===== config.mk =====
export PLATFORM = sky130hd
export DESIGN_NAME = i2c_master_register_transfer_unit
export DESIGN_NICKNAME = d
export VERILOG_FILES = /design/src/hw/rtl/i2cmrt_pkg.sv /design/src/hw/rtl/i2cmrt_seq.sv /design/src/hw/rtl/i2c_master_register_transfer_unit.sv
export SDC_FILE = /design/constraint.sdc
export NUM_CORES = 1
export LEC_CHECK = 0
export BUFFER_PORTS_ARGS = -buffer_cell sky130_fd_sc_hd__buf_4
export CAP_MARGIN = 5
export CELL_PAD_IN_SITES_DETAIL_PLACEMENT = 0
export CELL_PAD_IN_SITES_GLOBAL_PLACEMENT = 1
export CORE_ASPECT_RATIO = 1.2
export CORE_UTILIZATION = 41
export DETAILED_ROUTE_END_ITERATION = 8
export PLACE_DENSITY_LB_ADDON = 0.1
export SYNTH_ARGS = -nofsm -noshare
export SYNTH_HDL_FRONTEND = slang
export SYNTH_SLANG_ARGS = --single-unit

===== constraint.sdc =====
create_clock -name clk -period 2.9 [get_ports clk]
set_input_delay 0.29 -clock clk [delete_from_list [all_inputs] [get_ports clk]]
set_output_delay 0.29 -clock clk [all_outputs]
set_load 0.02 [all_outputs]

===== src/hw/rtl/i2cmrt_pkg.sv =====
// Package for the I2C master register transfer unit: item types and constants.
`timescale 1ns / 1ps
`default_nettype none

package i2cmrt_pkg;

  typedef enum logic [1:0] {
    OP_TICK  = 2'd0,
    OP_WRITE = 2'd1,
    OP_READ  = 2'd2,
    OP_NONE  = 2'd3
  } op_t;

  localparam logic [7:0] ACK_TIMEOUT_RESET = 8'd250;

  typedef struct packed {
    logic [1:0] operation;
    logic [7:0] device_addr;
    logic [7:0] reg_addr;
    logic [7:0] byte_count;
    logic [7:0] write_data;
    logic       sda_in;
  } cmd_t;

  typedef struct packed {
    logic       scl_level;
    logic       sda_level;
    logic       sda_drive;
    logic       write_taken;
    logic [7:0] read_data;
    logic       read_valid;
    logic       done_res;
    logic       status;
  } rsp_t;

endpackage

`default_nettype wire


===== src/hw/rtl/i2cmrt_seq.sv =====
// Bus phase sequencer: transfer state and the step logic for one tick item.
`timescale 1ns / 1ps
`default_nettype none

module i2cmrt_seq (
  input  wire logic              clk,
  input  wire logic              rst,
  input  wire logic              step,
  input  wire i2cmrt_pkg::cmd_t  item,
  input  wire logic [7:0]        ack_timeout,
  output i2cmrt_pkg::rsp_t       result
);

  typedef enum logic [4:0] {
    PH_IDLE  = 5'd0,
    PH_ST1   = 5'd1,
    PH_ST2   = 5'd2,
    PH_ST3   = 5'd3,
    PH_BLO   = 5'd4,
    PH_BHI   = 5'd5,
    PH_ALO   = 5'd6,
    PH_AHI   = 5'd7,
    PH_RS0   = 5'd8,
    PH_DLOAD = 5'd9,
    PH_RLO   = 5'd10,
    PH_RHI   = 5'd11,
    PH_MLO   = 5'd12,
    PH_MHI   = 5'd13,
    PH_P1    = 5'd14,
    PH_P2    = 5'd15,
    PH_P3    = 5'd16
  } phase_t;

  typedef enum logic [1:0] {
    STG_ADDR  = 2'd0,
    STG_REG   = 2'd1,
    STG_RADDR = 2'd2,
    STG_DATA  = 2'd3
  } stage_t;

  phase_t     phase, phase_next;
  stage_t     byte_stage, byte_stage_next;
  logic [2:0] bit_index, bit_index_next;
  logic [7:0] shift_byte, shift_byte_next;
  logic [7:0] bytes_left, bytes_left_next;
  logic [7:0] ack_wait_count, ack_wait_count_next;
  logic [7:0] held_device_addr, held_device_addr_next;
  logic [7:0] held_reg_addr, held_reg_addr_next;
  logic       is_read, is_read_next;
  logic       abort_flag, abort_flag_next;

  logic [8:0] wait_inc;
  logic       ack_fail;
  logic       do_after;

  always_comb begin
    phase_next            = phase;
    byte_stage_next       = byte_stage;
    bit_index_next        = bit_index;
    shift_byte_next       = shift_byte;
    bytes_left_next       = bytes_left;
    ack_wait_count_next   = ack_wait_count;
    held_device_addr_next = held_device_addr;
    held_reg_addr_next    = held_reg_addr;
    is_read_next          = is_read;
    abort_flag_next       = abort_flag;
    do_after              = 1'b0;
    wait_inc              = {1'b0, ack_wait_count} + 9'd1;
    ack_fail              = wait_inc > {1'b0, ack_timeout};

    result             = '0;
    result.scl_level   = 1'b1;
    result.sda_level   = 1'b1;
    result.sda_drive   = 1'b0;

    unique case (phase)
      PH_IDLE: begin
        if (item.operation == i2cmrt_pkg::OP_WRITE ||
            item.operation == i2cmrt_pkg::OP_READ) begin
          held_device_addr_next = item.device_addr;
          held_reg_addr_next    = item.reg_addr;
          bytes_left_next       = item.byte_count;
          is_read_next          = (item.operation == i2cmrt_pkg::OP_READ);
          shift_byte_next       = item.device_addr;
          byte_stage_next       = STG_ADDR;
          abort_flag_next       = 1'b0;
          phase_next            = PH_ST1;
        end
      end
      PH_RS0: begin
        result.scl_level = 1'b0;
        result.sda_drive = 1'b1;
        phase_next       = PH_ST1;
      end
      PH_ST1: begin
        result.sda_drive = 1'b1;
        phase_next       = PH_ST2;
      end
      PH_ST2: begin
        result.sda_level = 1'b0;
        result.sda_drive = 1'b1;
        phase_next       = PH_ST3;
      end
      PH_ST3: begin
        result.scl_level = 1'b0;
        result.sda_level = 1'b0;
        result.sda_drive = 1'b1;
        bit_index_next   = 3'd0;
        phase_next       = PH_BLO;
      end
      PH_DLOAD: begin
        shift_byte_next    = item.write_data;
        result.write_taken = 1'b1;
        bytes_left_next    = bytes_left - 8'd1;
        bit_index_next     = 3'd0;
        result.scl_level   = 1'b0;
        result.sda_level   = item.write_data[7];
        result.sda_drive   = 1'b1;
        phase_next         = PH_BHI;
      end
      PH_BLO: begin
        result.scl_level = 1'b0;
        result.sda_level = shift_byte[7];
        result.sda_drive = 1'b1;
        phase_next       = PH_BHI;
      end
      PH_BHI: begin
        result.sda_level = shift_byte[7];
        result.sda_drive = 1'b1;
        shift_byte_next  = {shift_byte[6:0], 1'b0};
        bit_index_next   = bit_index + 3'd1;
        phase_next       = (bit_index == 3'd7) ? PH_ALO : PH_BLO;
      end
      PH_ALO: begin
        result.scl_level    = 1'b0;
        ack_wait_count_next = 8'd0;
        phase_next          = PH_AHI;
      end
      PH_AHI: begin
        if (!item.sda_in) begin
          do_after = 1'b1;
        end else begin
          ack_wait_count_next = wait_inc[8] ? 8'hFF : wait_inc[7:0];
          if (ack_fail) begin
            if (byte_stage == STG_ADDR || byte_stage == STG_DATA) begin
              abort_flag_next = 1'b1;
              phase_next      = PH_P1;
            end else begin
              do_after = 1'b1;
            end
          end
        end
      end
      PH_RLO: begin
        result.scl_level = 1'b0;
        phase_next       = PH_RHI;
      end
      PH_RHI: begin
        shift_byte_next = {shift_byte[6:0], item.sda_in};
        bit_index_next  = bit_index + 3'd1;
        if (bit_index == 3'd7) begin
          result.read_valid = 1'b1;
          result.read_data  = {shift_byte[6:0], item.sda_in};
          bytes_left_next   = bytes_left - 8'd1;
          phase_next        = PH_MLO;
        end else begin
          phase_next = PH_RLO;
        end
      end
      PH_MLO: begin
        result.scl_level = 1'b0;
        result.sda_level = (bytes_left == 8'd0);
        result.sda_drive = 1'b1;
        phase_next       = PH_MHI;
      end
      PH_MHI: begin
        result.sda_level = (bytes_left == 8'd0);
        result.sda_drive = 1'b1;
        if (bytes_left == 8'd0) begin
          abort_flag_next = 1'b0;
          phase_next      = PH_P1;
        end else begin
          phase_next = PH_RLO;
        end
      end
      PH_P1: begin
        result.scl_level = 1'b0;
        result.sda_level = 1'b0;
        result.sda_drive = 1'b1;
        phase_next       = PH_P2;
      end
      PH_P2: begin
        result.sda_level = 1'b0;
        result.sda_drive = 1'b1;
        phase_next       = PH_P3;
      end
      PH_P3: begin
        result.sda_drive = 1'b1;
        result.done_res  = 1'b1;
        result.status    = abort_flag;
        abort_flag_next  = 1'b0;
        phase_next       = PH_IDLE;
      end
      default: begin
        result.sda_drive = 1'b1;
        result.done_res  = 1'b1;
        result.status    = abort_flag;
        abort_flag_next  = 1'b0;
        phase_next       = PH_IDLE;
      end
    endcase

    // acknowledge accepted (or ignored): move on to the next byte, or to the stop when none is left
    if (do_after) begin
      bit_index_next = 3'd0;
      unique case (byte_stage)
        STG_ADDR: begin
          shift_byte_next = held_reg_addr;
          byte_stage_next = STG_REG;
          phase_next      = PH_BLO;
        end
        STG_REG: begin
          if (is_read) begin
            shift_byte_next = held_device_addr | 8'h01;
            byte_stage_next = STG_RADDR;
            phase_next      = PH_RS0;
          end else if (bytes_left == 8'd0) begin
            abort_flag_next = 1'b0;
            phase_next      = PH_P1;
          end else begin
            byte_stage_next = STG_DATA;
            phase_next      = PH_DLOAD;
          end
        end
        STG_RADDR: begin
          if (bytes_left == 8'd0) begin
            abort_flag_next = 1'b0;
            phase_next      = PH_P1;
          end else begin
            phase_next = PH_RLO;
          end
        end
        default: begin
          if (bytes_left == 8'd0) begin
            abort_flag_next = 1'b0;
            phase_next      = PH_P1;
          end else begin
            phase_next = PH_DLOAD;
          end
        end
      endcase
    end
  end

  always_ff @(posedge clk) begin
    if (rst) begin
      phase            <= PH_IDLE;
      byte_stage       <= STG_ADDR;
      bit_index        <= 3'd0;
      shift_byte       <= 8'd0;
      bytes_left       <= 8'd0;
      ack_wait_count   <= 8'd0;
      held_device_addr <= 8'd0;
      held_reg_addr    <= 8'd0;
      is_read          <= 1'b0;
      abort_flag       <= 1'b0;
    end else if (step) begin
      phase            <= phase_next;
      byte_stage       <= byte_stage_next;
      bit_index        <= bit_index_next;
      shift_byte       <= shift_byte_next;
      bytes_left       <= bytes_left_next;
      ack_wait_count   <= ack_wait_count_next;
      held_device_addr <= held_device_addr_next;
      held_reg_addr    <= held_reg_addr_next;
      is_read          <= is_read_next;
      abort_flag       <= abort_flag_next;
    end
  end

endmodule

`default_nettype wire


===== src/hw/rtl/i2c_master_register_transfer_unit.sv =====
// Top level of the I2C master register transfer unit: item registers and config.
// Throughput: one item per cycle unless rsp_stall holds the result; the sequencer state advances once per item.
// Items pass an input register, the sequencer step logic and a result register.
// Reset: sequencer goes idle with all state zero, ack_timeout returns to 250.
`timescale 1ns / 1ps
`default_nettype none

module i2c_master_register_transfer_unit (
  input  wire logic              clk,
  input  wire logic              rst,
  input  wire logic              cmd_valid,
  output logic                   cmd_stall,
  input  wire i2cmrt_pkg::cmd_t  cmd,
  output logic                   rsp_valid,
  input  wire logic              rsp_stall,
  output i2cmrt_pkg::rsp_t       rsp,
  input  wire logic              cfg_valid,
  output logic                   cfg_ready,
  input  wire logic [7:0]        cfg_data
);

  logic              held_valid;
  i2cmrt_pkg::cmd_t  held_item;
  logic [7:0]        ack_timeout;
  logic              out_free;
  logic              advance;
  i2cmrt_pkg::rsp_t  step_result;

  assign out_free  = !rsp_valid || !rsp_stall;
  assign advance   = held_valid && out_free;
  assign cmd_stall = held_valid && !out_free;
  assign cfg_ready = 1'b1;

  i2cmrt_seq u_seq (
    .clk         (clk),
    .rst         (rst),
    .step        (advance),
    .item        (held_item),
    .ack_timeout (ack_timeout),
    .result      (step_result)
  );

  always_ff @(posedge clk) begin
    if (rst) begin
      ack_timeout <= i2cmrt_pkg::ACK_TIMEOUT_RESET;
    end else if (cfg_valid && cfg_ready) begin
      ack_timeout <= cfg_data;
    end
  end

  always_ff @(posedge clk) begin
    if (rst) begin
      held_valid <= 1'b0;
    end else if (!cmd_stall) begin
      held_valid <= cmd_valid;
    end
    if (cmd_valid && !cmd_stall) begin
      held_item <= cmd;
    end
  end

  always_ff @(posedge clk) begin
    if (rst) begin
      rsp_valid <= 1'b0;
    end else if (out_free) begin
      rsp_valid <= held_valid;
    end
    if (advance) begin
      rsp <= step_result;
    end
  end

endmodule

`default_nettype wire


# Word level (Yosys, flattened, before mapping)
# Index checks and enable logic that the tools add are counted.
# totals
register_bits	112
output_inout_bits	18
# classes
add_sub_neg	3
n_reduce_logical	32
magnitude_cmp	1
mux	51
n_eq_ne	28
# ops
op	n
$pmux 5 s15	1
$mux 8	7
$eq 5x4->1 const B	8
$pmux 8 s2	2
$pmux 8 s4	1
$mux 5	6
$pmux 8 s3	1
$eq 5x3->1 const B	4
$mux 1	16
$reduce_or 16->1	1
$pmux 5 s3	1
$mux 2	7
$reduce_or 13->1	1
$mux 3	4
$eq 5x2->1 const B	2
$reduce_or 2->1	5
$add 8x1->9 const B	1
$gt 9x8->1	1
$ne 3x1->1 const B	3
$logic_not 8->1	1
$pmux 1 s4	2
$reduce_or 8->1	1
$sub 8x1->8 const B	1
$eq 2x2->1 const B	3
23 further kinds	35

# Depth between registers and ports, before layout
# logic_depth
depth_word	10
ltp_mapped	12
ltp_nobuf	11

# Modules after synthesis
# From an unflattened synthesis, not the netlist that was laid out.
# hier_totals
cells_unflattened	548
hier_area_um2	5350.1
# modules_own_cells
module	area_each_um2	cells_each	seq_area_each_um2	n_inst
i2cmrt_seq	3457.1	460	1021.0	1
i2c_master_register_transfer_unit	1893.1	88	1701.6	1

# Least setup slack after synthesis
# Ideal clock, no wire load.
# synth_path
path_kind	register to register
start	register u_seq.ack_wait_count[0]
end	register u_seq.shift_byte[0]
arrival_ns	2.689
slack_ns	0.067
path_stages_with_launch	13
cell_sequence	dfxtp_1 ha_1 and4_1 buf_6 nand2_1 xnor2_1 ha_1 nand4_1 or3_1 o211ai_1 nand3_1 a21oi_1 o32ai_1
# synth_via
elab_chain_cells	6
# synth_lines
item	line	text
from (decl)	i2cmrt_seq.sv:46	logic [7:0] ack_wait_count, ack_wait_count_next;
from (signal assigned)	i2cmrt_seq.sv:273	ack_wait_count <= ack_wait_count_next;
$add 8x1->9	i2cmrt_seq.sv:68	wait_inc = {1'b0, ack_wait_count} + 9'd1;
$gt 9x8->1	i2cmrt_seq.sv:69	ack_fail = wait_inc > {1'b0, ack_timeout};
$mux 1	i2cmrt_seq.sv:144	if (ack_fail) begin
$mux 1	i2cmrt_seq.sv:140	if (!item.sda_in) begin
$mux 1	i2cmrt_seq.sv:76	unique case (phase)
$mux 8	i2cmrt_seq.sv:214	if (do_after) begin
to (signal assigned)	i2cmrt_seq.sv:271	shift_byte <= shift_byte_next;
to (decl)	i2cmrt_seq.sv:44	logic [7:0] shift_byte, shift_byte_next;
# No other way between the ends.
# A chain may end at the register's enable or synchronous reset.

# Worst setup path after layout
# layout_path
start	register u_seq.ack_wait_count[0]
end	register u_seq.phase[1]
# layout_via
elab_chain_cells	7
elab_cells_between_ends	11
cone_classes	add/sub (1); order compare (1); eq/ne (4); mux (4); reduce/logical (1)
# layout_lines
item	line	text
$add 8x1->9 *	i2cmrt_seq.sv:68	
$gt 9x8->1 *	i2cmrt_seq.sv:69	
$mux 1	i2cmrt_seq.sv:144	
$mux 1	i2cmrt_seq.sv:140	
$mux 1	i2cmrt_seq.sv:76	
$ne 3x1->1 (no line) or $ne 3x2->1 (tied branches)	-	
$reduce_and 5->1 (no line)	-	
to (signal assigned)	i2cmrt_seq.sv:268	phase <= phase_next;
to (decl)	i2cmrt_seq.sv:41	phase_t phase, phase_next;
# Mark *: on every way between the ends. The rest lies on a longest branch, timed or not.

==> impl_metrics.py <==
metrics = {
    "outcome": {
        "status": "complete, no violations",
    },
    "setup_path": {
        "worst_setup_path_end_kind": "flop",
        "required_ps": 3170,
        "reg2reg_slack_ps": 20,
        "timing.rr.start": "u_seq.ack_wait_count[0]",
        "r2r_end": "u_seq.phase[1]",
        "cp_data_arrival_time_ps": 3150,
        "start_kind": "flop",
        "critPathKind": "reg -> reg",
        "r2r_cells": 11,
        "cp_max_fo": 4,
    },
    "clock_network": {
        "cts_tree": "yes",
        "clk_latency_ps": 360,
        "ctsHtreeMaxLevel": 3,
        "cts.sinks": 111,
        "cts_buffers": 9,
        "clockBufferDepth": 2,
        "cts_root_buf": "clkbuf_16",
        "clkTransAtPathRegs_ps": 80,
    },
    "detailed_routing": {
        "wl_per_cell_um": 16.3,
        "routed_wl_um": 13700,
        "vias_per_cell": 5.60,
        "vias": 4690,
        "drt-initial-drc-count": 359,
        "drt-pass1-iter-count": 6,
        "drtAntennaViolNets": 0,
        "drc": 0,
    },
    "synthesis": {
        "synth_fa_ha_area_share_pct": 4.00,
        "synth_seq_cells": 111,
        "synthArstFlopShare_pct": 0,
        "yosysUniqueCellTypes": 69,
        "netlist.area_leader.share_pct": 26.7,
        "syn-num-nets": 664,
        "synth_top_family_by_area": "compound AO/OA/AOI/OAI gates",
        "synthXorXnorAreaFrac_pct": 1.09,
        "yosys-top-cells-area": "edfxtp_1 27%, dfxtp_1 22%, nand2_1 6.3%",
        "synth_ff_type": "dfxtp_1",
        "synthSimpleGateAreaFrac_pct": 19.3,
        "synth-compound-area-share_pct": 20.2,
        "synthMuxAreaShare_pct": 1.27,
        "postSynthAreaPerCell_um2": 9.42,
        "syn_inst": 598,
        "yosysWarningCount": 0,
        "syn_area_um2": 5630,
        "synth.yosys.seq_area_share_pct": 48.4,
        "synth_area_leader_cell": "edfxtp_1",
        "synth_edf_count": 50,
    },
    "worst_hold_path": {
        "hp-start": "cmd[19]",
        "min_to": "held_item[19]",
        "holdCritPathClass": "in -> reg",
        "min_path_cells": 1,
    },
    "placed_design": {
        "dp_cells": 819,
        "portBuffers": 64,
        "dp_hpwl_um": 9630,
        "dpl_worst_slack_ps": -107,
        "gp_congestion": 0.866,
    },
    "global_routing": {
        "antenna_found_initial": 0,
        "grt_pass1_wl_um": 21900,
        "grt_use_total_pct": 20.3,
        "grt_overflow": 0,
        "first_global_vias": 4268,
        "grt_max_degree": 35,
    },
    "timing": {
        "worstMarginPinSlew_ps": 628,
        "setup_tns_ps": 0,
        "fin_skew_ps": 4.49,
        "fmax_mhz": 347,
        "max_slew_margin_pct": 57.8,
        "fin_hold_ws_ps": 104,
        "slew_violations": 0,
        "final-setup-viol-count": 0,
        "setup_ws_ps": 22.0,
        "hold_viol_final": 0,
        "finalCriticalPeriod_ps": 2880,
        "period_share_pct": 99.2,
        "rsz0062_at_grt": "true",
    },
    "finish": {
        "drive_above_1_share_pct": 21.1,
        "nets": 730,
        "stdcell_count": 837,
        "area_growth_pct": 19.1,
        "n_antenna_cell": 0,
        "fill_cells": 1249,
    },
    "floorplanning": {
        "die_y_um": 130,
        "die_w_um": 109,
        "io-pin-count": 66,
        "core_area_um2": 13300,
        "dieArea_um2": 14200,
        "rows": 46,
        "start_util_pct": 42.3,
    },
    "power": {
        "cellPowerDensity_nw_per_um2": 505,
        "ir_drop_v": 0.000277,
        "leakage_nw": 2.56,
    },
    "run": {
        "maxCapViolations": 0,
    },
}
[what timing repair did]
action,in CTS,in global routing
setup endpoints to repair,7,18
pin swaps,0,15
setup buffers,0,2
resized for setup,1,24
hold buffers,0,0
[logic make-up after synthesis]
kind of cell,count (synthesis)
AOI/OAI and AO/OA,171
xor gates and xnor gates,7
adders and majority gates,18
buffers and inverters,62
DFF,111
muxes,7
other,1
and+or+nand+nor,221
[power by group]
| group | switching, mW | total, mW | leakage [nW] | internal [mW] |
|---|---|---|---|---|
| combinational | 0.218 | 0.374 | 1.44 | 0.156 |
| sequential | 0.0534 | 1.77 | 0.973 | 1.71 |
| clock | 0.603 | 1.25 | 0.144 | 0.647 |
| total | 0.874 | 3.39 | 2.56 | 2.51 |
[cells in the final DEF (no fill, tap or decap), types with 17 or more instances in the layout]
| cell | netlist | routed |
|---|---|---|
| nand2_1 | 95 | 95 |
| buf_4 | 3 | 90 |
| dfxtp_1 | 61 | 58 |
| edfxtp_1 | 50 | 50 |
| nor2_1 | 47 | 47 |
| a21oi_1 | 47 | 45 |
| o21ai_0 | 36 | 35 |
| inv_1 | 27 | 27 |
| ha_1 | 18 | 17 |
[through the flow]
stage	util, %	total power [mW]	area, µm²
floorplan	-	2.03	5630
global placement	47.3	2.17	6290
detailed placement	47.3	2.17	6290
CTS	49.6	3.41	6590
global route	50.5	3.52	6710
finish	50.5	3.39	6710
[worst max path at each step]
stage / start / to
CTS: u_seq.ack_wait_count[2] / u_seq.byte_stage[1]
global placement: u_seq.ack_wait_count[0] / u_seq.shift_byte[4]
finish: u_seq.ack_wait_count[0] / u_seq.phase[1]
global route: u_seq.ack_wait_count[0] / u_seq.phase[1]
detailed placement: u_seq.ack_wait_count[1] / u_seq.shift_byte[5]
floorplan: u_seq.ack_wait_count[0] / u_seq.shift_byte[0]
[area by class of cell]
| cell class | instances | area (µm²) | area share [%] |
|---|---|---|---|
| Sequential cell | 111 | 2730 | 40.8 |
| Multi-Input combinational cell | 425 | 2690 | 40.1 |
| Timing Repair Buffer | 90 | 676 | 10.1 |
| Clock buffer | 10 | 250 | 3.73 |
| Tap cell | 168 | 210 | 3.13 |
| Inverter | 27 | 101 | 1.51 |
| Clock inverter | 6 | 48.8 | 0.727 |
[cells in the mapped netlist (all sizes together) (6+ instances only)]
master	n
a211o	8
a211oi	6
a21oi	50
a222oi	7
a22oi	12
a31oi	6
and2	13
and3	7
buf	11
clkbuf	24
dfxtp	61
edfxtp	50
ha	18
inv	27
mux2i	6
nand2	95
nand3	7
nand4	6
nor2	48
nor3	15
o211ai	10
o21ai	38
o22ai	11
[per-layer routing]
metal  vias up  track usage, %  share of wire (%)
li1       2304               -                  -
met1      2237            28.8                 47
met2       127            30.3                 47
met3        22            3.77                4.6
met4         0            8.19                2.2
met5         -               0                  0
[flip-flops by register name (all words and copies together), names as in the netlist, 2 cells and up]
register                count
u_seq.held_reg_addr         8
ack_timeout                 8
u_seq.held_device_addr      7
rsp                        15
held_item                  35
u_seq.ack_wait_count        8
u_seq.bytes_left            8
u_seq.byte_stage            2
u_seq.shift_byte            8
u_seq.phase                 5
u_seq.bit_index             3
[worst max-delay path, stage by stage, from the launching register on]
cell	delay [ps]
dfxtp_4	370
ha_4	140
and4_1	190
nand2_1	70
xnor2_1	130
ha_1	320
nand4_1	190
or3_4	440
o211ai_1	200
nand3_2	180
mux2_4	330
a311oi_2	220
(Power assumes the default switching activity.)
